**config.mk**
```make
export PLATFORM = sky130hd
export DESIGN_NAME = hhs_ram
export DESIGN_NICKNAME = d
export VERILOG_FILES = /design/src/rtl/core/hhs_ram.sv
export SDC_FILE = /design/constraint.sdc
export NUM_CORES = 1
export LEC_CHECK = 0
export BUFFER_PORTS_ARGS = -buffer_cell sky130_fd_sc_hd__buf_4
export CAP_MARGIN = 5
export CORE_ASPECT_RATIO = 0.6
export CORE_MARGIN = 3
export CORE_UTILIZATION = 60
export DETAILED_ROUTE_END_ITERATION = 8
export PLACE_DENSITY_LB_ADDON = 0.1
export SLEW_MARGIN = 15
export SYNTH_ARGS = -nofsm -noshare
export SYNTH_HDL_FRONTEND = slang
export SYNTH_SLANG_ARGS = --single-unit
export TNS_END_PERCENT = 10
```
**constraint.sdc**
```tcl
create_clock -name clk -period 2.1 [get_ports clk]
set_clock_uncertainty 0.05 [all_clocks]
set_input_delay 0.315 -clock clk [delete_from_list [all_inputs] [get_ports clk]]
set_output_delay 0.315 -clock clk [all_outputs]
set_load 0.1 [all_outputs]
```
**src/rtl/core/hhs_ram.sv**
```systemverilog
// generic single-write, single-read memory with registered read data
`timescale 1ns / 1ps

module hhs_ram #(
	parameter int WIDTH = 8,
	parameter int DEPTH = 16
) (
	input  logic                                        clk,
	input  logic                                        we,
	input  logic [((DEPTH > 1) ? $clog2(DEPTH) : 1)-1:0] waddr,
	input  logic [WIDTH-1:0]                            wdata,
	input  logic [((DEPTH > 1) ? $clog2(DEPTH) : 1)-1:0] raddr,
	output logic [WIDTH-1:0]                            rdata
);

	logic [WIDTH-1:0] mem_q [DEPTH];

	// write port
	always_ff @(posedge clk) begin
		if (we) begin
			mem_q[waddr] <= wdata;
		end
	end

	// registered read port
	always_ff @(posedge clk) begin
		rdata <= mem_q[raddr];
	end

endmodule

```
**Word level (Yosys, flattened, before mapping)**

Memories as Yosys holds them, arrays and structs flattened. A register that Yosys moved wholly into a read port is not among the register bits.
Index checks and enable logic that the tools add are counted.

- Word-level logic and storage cells: 3
- Memories kept: 1
- Output and inout port bits: 8
- Memory bits (writable): 128
- Input bits: 18
- Register bits after elaboration: 0

- Mux-type cells: 2

Memory list:

| name | words | width | rd ports | clocked after Yosys merged registers in | wr ports | RTL line | text |
|---|---|---|---|---|---|---|---|
| mem_q | 16 | 8 | 1 | 1 | 1 | 16 | `logic [WIDTH-1:0] mem_q [DEPTH];` |

Operator list:

| operator | number |
|---|---|
| 2-to-1 mux 1 bit | 2 |

**Depth between registers and ports, before layout**

Gate-level depths: netlist of the first run.

- Depth in word-level cells: 2
- Gate-level depth with buffers: 5
- Gate-level depth less buffers: 3

**Least setup slack after synthesis of the first run**

No wires, ideal clock.

- Kind: in2reg
- Start: input port waddr[2] (netlist name)
- End: memory mem_q[0][0], enable pin
- Slack: 0.242 ns
- Library setup time: 0.383 ns
- Required time: 1.667 ns
- Stages: 2
- Arrival: 1.425 ns
- Path buffers: 0
- Cells stage by stage: or3b_2 nor3_1

RTL lines:

| item | RTL line | text |
|---|---|---|
| start, declared | 10 | `input logic [((DEPTH > 1) ? $clog2(DEPTH) : 1)-1:0] waddr,` |
| end, declared | 16 |  |

No word-level cell before the write port.

==> flow_metrics.tcl, run 1 <==
set metrics [dict create \
    layout-drive-gt1-share_pct 30.3 \
    setup_violations 0 \
    syn-cell-area_mm2 0.00515 \
    synth.most_common_cell "edfxtp_1" \
    diodes 0 \
    syn_nets 247 \
    drc 0 \
    status "finished, final reports clean" \
    drt-wirelength-per-cell_um 24.9 \
    grt_use_total_pct 22.9 \
    fin_tns_setup_ns 0 \
    syn_inst 229 \
    final-max-slew-violation-count 0 \
    rows 25 \
    cts_resized 0 \
    grt_pass1_vias 2589 \
    grt_pass1_wl_um 15700 \
    ir_worst_vdd_v 0.000925 \
    dieArea_mm2 0.00976 \
    syn_avg_cell_area_um2 22.5 \
    p_total_mw 6.30 \
    gp_congestion 0.864 \
    period_needed_ns 1.42 \
    initial_core_util_pct 63.5 \
    fin_ws_ns 0.678 \
    firstDrtPassIters 4 \
    p_leak_nw 2.11 \
    numCtsBuffers 17 \
    ys_warn_count 0 \
    worstPathRequired_ns 2.34 \
    synth_top_area_share_pct 74.7 \
    place_ws_ns 0.249 \
    die_h_um 77.7 \
    netlist.top_cell.by_area "edfxtp_1" \
    num_vias 2486 \
    crit_type "primary input to flip-flop" \
    drtIter0Drc 283 \
    clk_latency_ns 0.40 \
    r2r_slack_ns 0.72 \
    max_cap_viol_count 0 \
    endpoint_kind "flip-flop" \
    ys_ff_latch 136 \
    antenna_found_initial 0 \
    yosysSeqAreaShare_pct 77.8 \
    cts_sinks 136 \
    clockBufferDepth 2 \
    synthArstFlopShare_pct 0 \
    cts_root_buffer "clkbuf_16" \
    synth_flop_cell "edfxtp_1" \
    grt_max_degree 33 \
    cp-start-kind "primary input" \
    via_per_inst 6.14 \
    ys_types 19 \
    fmax_ghz 0.703 \
    post-cts-setup-buffers 0 \
    clk_pin_slew_ns 0.05 \
    synthTopCellsByCount "edfxtp_1, mux4_2, a22oi_1" \
    tightestPinTransition_ns 0.499 \
    crit_arrival_ns 1.66 \
    dp_hpwl_um 6480 \
    core_area_mm2 0.00810 \
    port_buffers 25 \
    powerDensity_mw_per_mm2 1030 \
    die-width_um 126 \
    min_path_type "primary input to flip-flop" \
    grt_setup_unrepaired "no" \
    cts_htree_levels 4 \
    cp_max_fo 15 \
    final.period_utilization_pct 67.7 \
    hold_buffers 0 \
    wirelength_um 10100 \
    hold_viol_final 0 \
    ant_nets 0 \
    synth-edff-count 128 \
    area_growth_syn_to_layout_pct 19.2 \
    netlist_top_cells_area "edfxtp_1, mux4_2, mux4_1" \
    overflow 0 \
    cts_tree "built" \
    crit_path_cell_trace "buf_4, buf_12, mux4_1, a22oi_1, nand2_1" \
    slowest_delay_ns 0.61 \
    nets 302 \
    slew_headroom_pct 66.6 \
    pin_count 26 \
    crit_path_top_delay_cell "mux4_1" \
]
-- worst paths after layout --
| kind | from | to | cells past startpoint |
|---|---|---|---|
| max reg2reg | mem_q[10][3]$_DFFE_PP_ | rdata[3]$_DFF_P_ | 3 |
| max | raddr[0] | rdata[3]$_DFF_P_ | 5 |
| min | wdata[7] | mem_q[13][7]$_DFFE_PP_ | 1 |
| min reg2reg | mem_q[4][3]$_DFFE_PP_ | rdata[3]$_DFF_P_ | 3 |
-- per-stage QoR --
stage          hold slack [ns]  cell area [um^2]  instances  utilization, %
2_1_floorplan            0.364              5150        229               -
3_3_place_gp             0.570              5570        373            68.7
3_5_place_dp             0.586              5570        373            68.7
4_1_cts                  0.151              6140        405            75.7
5_1_grt                  0.172              6140        405            75.7
6_report                 0.178              6140        405            75.7
-- critical path, delay by kind of cell --
kind / cells / cell delay, ns
buffers and inverters: 2 / 0.44
muxes: 1 / 0.61
AOI/OAI and AO/OA: 1 / 0.23
and+or+nand+nor: 1 / 0.07
-- layout by cell type, fill, tap and decap left out, drive strengths merged --
cell,count
nor2,13
a22oi,16
nand2,9
and2b,1
clkbuf,30
bufinv,1
or3b,1
buf,46
clkinv,1
mux4,32
nand3b,2
nand2b,2
dfxtp,8
nor2b,1
and2,1
nand3,1
nor3,4
edfxtp,128
-- logic make-up after synthesis --
family / synth area share [%]
flip-flops: 77.8
AND/OR/NAND/NOR: 3.18
multiplexers: 15.0
AO/OA/AOI/OAI: 2.33
buffers and inverters: 1.68
-- area by class of cell --
| type | instances | area (um^2) |
|---|---|---|
| well taps | 108 | 135 |
| clock buffers | 30 | 534 |
| multi-input cells | 83 | 1060 |
| clock inverters | 2 | 35.0 |
| repair buffers | 46 | 370 |
| fillers | 433 | 1970 |
| flip-flops and latches | 136 | 4000 |
-- sequential cells by signal, summed over array words and instances (netlist names) --
signal / cells
mem_q: 128
rdata: 8
-- layer usage --
layer / wire (um) / track usage [%]
met3: 1070 / 7.70
met5: 0 / 0
met2: 4740 / 32.1
met1: 4270 / 35.1
met4: 18 / 6.28
-- report_power, final --
group | switching (mW) | internal (mW) | leakage, nW
logic | 0.287 | 0.144 | 0.611
registers | 0.0192 | 3.04 | 1.22
clock network | 0.996 | 1.82 | 0.279
total | 1.30 | 5.00 | 2.11
No activity file was read; power rests on OpenSTA's default activity.
==> run 2, diff against run 1 <==
CORE_UTILIZATION = 54   (was 60)
clock period = 1.3 ns   (was 2.1 ns; I/O delays follow)
==> flow_metrics.tcl, run 2 (synthesis results as in run 1) <==
set metrics [dict create \
    fmax_ghz 0.742 \
    grt_pass1_wl_um 16500 \
    die_h_um 81.6 \
    hold_viol_final 0 \
    via_per_inst 5.94 \
    dpl_cell_area_mm2 0.00573 \
    slowest_delay_ns 0.49 \
    cts_sinks 136 \
    max_cap_viol_count 0 \
    clk_latency_ns 0.41 \
    ant_nets 0 \
    largest_reg_flops 128 \
    regMostFlops "mem_q" \
    wirelength_um 10900 \
    dieArea_mm2 0.0108 \
    numCtsBuffers 17 \
    min-delay-start "wdata[5]" \
    powerDensity_mw_per_mm2 1690 \
    core_area_mm2 0.00888 \
    grt_pass1_vias 2560 \
    p_leak_nw 2.19 \
    regArea_mm2 0.00401 \
    nets 314 \
    num_vias 2583 \
    status "finished with violations" \
    multiInputGateArea_mm2 0.00109 \
    crit_type "flip-flop to flip-flop" \
    cts_root_buffer "clkbuf_16" \
    period_needed_ns 1.35 \
    cts_htree_levels 4 \
    final.period_utilization_pct 104 \
    pin_count 26 \
    initial_core_util_pct 58.0 \
    tightestPinTransition_ns 0.906 \
    die-width_um 132 \
    grt_max_degree 17 \
    grt_use_total_pct 22.4 \
    drc 0 \
    hold_depth 1 \
    mostFrequentLayoutCells "edfxtp_1, buf_4, mux4_2" \
    clk_pin_slew_ns 0.06 \
    fin_util_pct 72.2 \
    firstDrtPassIters 5 \
    regToRegEndpoint "rdata[6]$_DFF_P_" \
    area_growth_syn_to_layout_pct 24.6 \
    cp_max_fo 1 \
    drtIter0Drc 298 \
    slew_headroom_pct 39.4 \
    layout-drive-gt1-share_pct 42.4 \
    dp_hpwl_um 6920 \
    grt_setup_unrepaired "yes" \
    worstReg2RegStart "mem_q[10][6]$_DFFE_PP_" \
    port_buffers 25 \
    postLayoutCellArea_mm2 0.00641 \
    rows 26 \
    cts_tree "built" \
    post-cts-setup-buffers 0 \
    r2r_slack_ns -0.05 \
    crit_path_top_delay_cell "mux4_2" \
    drt-wirelength-per-cell_um 25.1 \
    violations "setup timing" \
    largest_registers "mem_q (128), rdata (8)" \
    setup_violations 5 \
    overflow 0 \
    cp-start-kind "flip-flop" \
    worstPathRequired_ns 1.53 \
    antenna_found_initial 0 \
    fillers 554 \
    fin_ws_ns -0.0483 \
    final_common_cell "edfxtp_1" \
    crit_path_cell_trace "mux4_2, a22oi_2, nand2_1" \
    clockBufferDepth 2 \
    gp_congestion 0.768 \
    crit_arrival_ns 1.58 \
    ir_worst_vdd_v 0.00109 \
    min_path_type "primary input to flip-flop" \
    min_to "mem_q[6][5]$_DFFE_PP_" \
    final-max-slew-violation-count 0 \
    endpoint_kind "flip-flop" \
    hold_buffers 0 \
    diodes 0 \
    reg2reg_depth 3 \
]
-- run 2: layout make-up --
class	instances	area share, %
Sequential cell	136	62.5
Multi-Input combinational cell	83	16.9
Timing Repair Buffer	58	8.27
Clock buffer	18	6.69
Clock inverter	14	3.20
Tap cell	126	2.46
-- run 2: worst max-delay path: cells and delay by family, from the launching register on --
kind               cells  cell delay (ns)
AOI/OAI and AO/OA      1             0.21
and+or+nand+nor        1             0.09
muxes                  1             0.49
DFF                    1             0.39
-- run 2: power by group --
group          internal (mW)  switching (mW)
clock                   3.38            1.72
sequential              4.91          0.0492
combinational          0.304           0.485
total                   8.59            2.26
-- run 2: how the worst max path moves through the flow --
stage / startpoint / endpoint
3_5_place_dp: raddr[0] / rdata[2]$_DFF_P_
3_3_place_gp: raddr[0] / rdata[1]$_DFF_P_
2_1_floorplan: waddr[3] / mem_q[4][0]$_DFFE_PP_
4_1_cts: mem_q[10][6]$_DFFE_PP_ / rdata[6]$_DFF_P_
5_1_grt: mem_q[10][6]$_DFFE_PP_ / rdata[6]$_DFF_P_
6_report: mem_q[10][6]$_DFFE_PP_ / rdata[6]$_DFF_P_
-- run 2: per-stage QoR --
| step | setup TNS, ns | worst slack, ns | hold WS, ns | power [mW] | instances |
|---|---|---|---|---|---|
| 2_1_floorplan | -2.58 | -0.137 | 0.244 | 5.48 | 229 |
| 3_3_place_gp | -9.64 | -0.256 | 0.448 | 5.76 | 403 |
| 3_5_place_dp | -10.53 | -0.260 | 0.456 | 5.77 | 403 |
| 4_1_cts | -0.168 | -0.0540 | 0.0308 | 10.9 | 435 |
| 5_1_grt | -0.438 | -0.101 | 0.0410 | 11.2 | 435 |
| 6_report | -0.0805 | -0.0483 | 0.0445 | 10.9 | 435 |
-- run 2: timing repair --
| item | 4_1_cts | 5_1_grt |
|---|---|---|
| resized for setup | 24 | 7 |
| endpoints found under the setup margin | 12 | 11 |
| endpoints found under the hold margin | 0 | 0 |
| pin swaps | 3 | 1 |
-- run 2: per-layer routing --
layer	up-vias	share of wire (%)	track usage, %
met1	1354	46	35.2
met4	0	0.47	6.92
met2	119	44	31.3
li1	1104	-	-
met3	6	9.5	5.45
met5	-	0	0
==> run 3, diff against run 2 <==
==> constraint.sdc (replaced) <==
create_clock -name clk -period 1.3 [get_ports clk]
set_clock_uncertainty 0.05 [all_clocks]
set_input_delay 0.26 -clock clk [delete_from_list [all_inputs] [get_ports clk]]
set_output_delay 0.26 -clock clk [all_outputs]
set_load 0.1 [all_outputs]
==> flow_metrics.tcl, run 3 (synthesis results as in run 1) <==
set metrics [dict create \
    status "finished with violations" \
    violations "setup timing" \
    holdWs_ns 0.101 \
    cp-start-kind "flip-flop" \
    cp_max_fo 1 \
    crit_type "flip-flop to flip-flop" \
    initial_core_util_pct 58.0 \
    grt_max_degree 17 \
    slew_headroom_pct 33.3 \
    worstPathRequired_ns 1.55 \
    cts_root_buffer "clkbuf_16" \
    wirelength_um 10300 \
    placed_cells 406 \
    grt_pass1_vias 2586 \
    max_cap_viol_count 0 \
    drt-wirelength-per-cell_um 23.6 \
    core_area_mm2 0.00888 \
    num_vias 2535 \
    clk_pin_slew_ns 0.06 \
    dpl_cell_area_mm2 0.00575 \
    min_path_type "primary input to flip-flop" \
    firstDrtPassIters 4 \
    setup_violations 2 \
    cts_tree "built" \
    ant_nets 0 \
    endpoint_kind "flip-flop" \
    final-max-slew-violation-count 0 \
    nets 317 \
    gp_congestion 0.766 \
    cts_htree_levels 4 \
    die_h_um 81.6 \
    crit_arrival_ns 1.55 \
    final.period_utilization_pct 101 \
    largest_reg_flops 128 \
    powerDensity_mw_per_mm2 1590 \
    dieArea_mm2 0.0108 \
    fmax_ghz 0.764 \
    numCtsBuffers 17 \
    grt_use_total_pct 21.1 \
    rows 26 \
    area_growth_syn_to_layout_pct 24.2 \
    grt_pass1_wl_um 15700 \
    hold_viol_final 0 \
    postLayoutCellArea_mm2 0.00639 \
    fin_ws_ns -0.00912 \
    fillers 536 \
    final_common_cell "edfxtp_1" \
    drc 0 \
    multiInputGateArea_mm2 0.00110 \
    overflow 0 \
    layout-drive-gt1-share_pct 44.1 \
    antenna_found_initial 0 \
    mostFrequentLayoutCells "edfxtp_1, buf_4, mux4_2" \
    post-cts-setup-buffers 0 \
    instances_no_fill 437 \
    p_leak_nw 2.18 \
    dp_hpwl_um 6870 \
    regMostFlops "mem_q" \
    period_needed_ns 1.31 \
    diodes 0 \
    grt_setup_unrepaired "yes" \
    drtIter0Drc 312 \
    place_ws_ns -0.307 \
    pin_count 26 \
    via_per_inst 5.80 \
    cts_sinks 136 \
    port_buffers 25 \
    largest_registers "mem_q (128), rdata (8)" \
    clk_latency_ns 0.41 \
    regArea_mm2 0.00401 \
    clockBufferDepth 2 \
    ir_worst_vdd_v 0.000996 \
    die-width_um 132 \
    tightestPinTransition_ns 0.997 \
    r2r_slack_ns -0.009 \
]
==> run 3: changes by cell type in the layout (fill, tap and decap cells not counted), moves of 2 or more <==
| cell | change |
|---|---|
| a22oi_1 | -3 |
| dfxtp_4 | +2 |
| bufinv_16 | -3 |
| buf_6 | +3 |
| buf_12 | +2 |
| clkinvlp_4 | -2 |
| clkinv_2 | +3 |
| dfxtp_1 | -2 |
| a22oi_2 | +3 |
==> run 3: routing by layer <==
metal / wire [um] / vias to the layer above / GRT usage, % / part of all wire (%)
met5: 0 / - / 0 / 0
met4: 82 / 0 / 6.29 / 0.79
met3: 830 / 11 / 7.34 / 8.0
met2: 4460 / 92 / 29.4 / 43
met1: 4950 / 1331 / 31.7 / 48
li1: - / 1101 / - / -
==> run 3: worst max-delay path, cell delays in order (launching register included) <==
cell and delay [ns]:
edfxtp_1 0.37, mux4_2 0.48, a22oi_1 0.22, nand2_1 0.07
==> run 3: cell type report <==
cell class | instances | share of cell area (%)
Clock buffer | 19 | 6.77
Clock inverter | 12 | 1.72
Multi-Input combinational cell | 83 | 17.2
Sequential cell | 136 | 62.8
Tap cell | 126 | 2.47
Timing Repair Buffer | 61 | 9.10
==> run 3: per-stage QoR <==
stage | util [%] | power (mW) | setup TNS [ns]
2_1_floorplan | - | 5.48 | -5.58
3_3_place_gp | 64.8 | 5.76 | -17.03
3_5_place_dp | 64.8 | 5.77 | -17.99
4_1_cts | 71.5 | 10.2 | -0.164
5_1_grt | 72.0 | 10.5 | -0.255
6_report | 72.0 | 10.2 | -0.0173
==> run 3: where the power goes <==
| group | switching [mW] | leakage (nW) | internal, mW | total (mW) |
|---|---|---|---|---|
| Sequential | 0.0497 | 1.22 | 4.91 | 4.96 |
| Clock | 1.64 | 0.272 | 2.76 | 4.40 |
| Combinational | 0.487 | 0.684 | 0.334 | 0.820 |
==> run 3: worst paths after layout <==
kind,endpoint,start,cells past startpoint
setup / recovery,rdata[3]$_DFF_P_,mem_q[11][3]$_DFFE_PP_,3
hold / removal,mem_q[8][7]$_DFFE_PP_,wdata[7],1
setup reg to reg,rdata[3]$_DFF_P_,mem_q[11][3]$_DFFE_PP_,3
hold reg to reg,rdata[0]$_DFF_P_,mem_q[4][0]$_DFFE_PP_,3
==> run 3: repair_timing <==
item,4_1_cts,5_1_grt
pin swaps,4,4
setup endpoints to repair,16,11
endpoints found under the hold margin,0,0
resized for setup,31,15
hold buffers,0,0
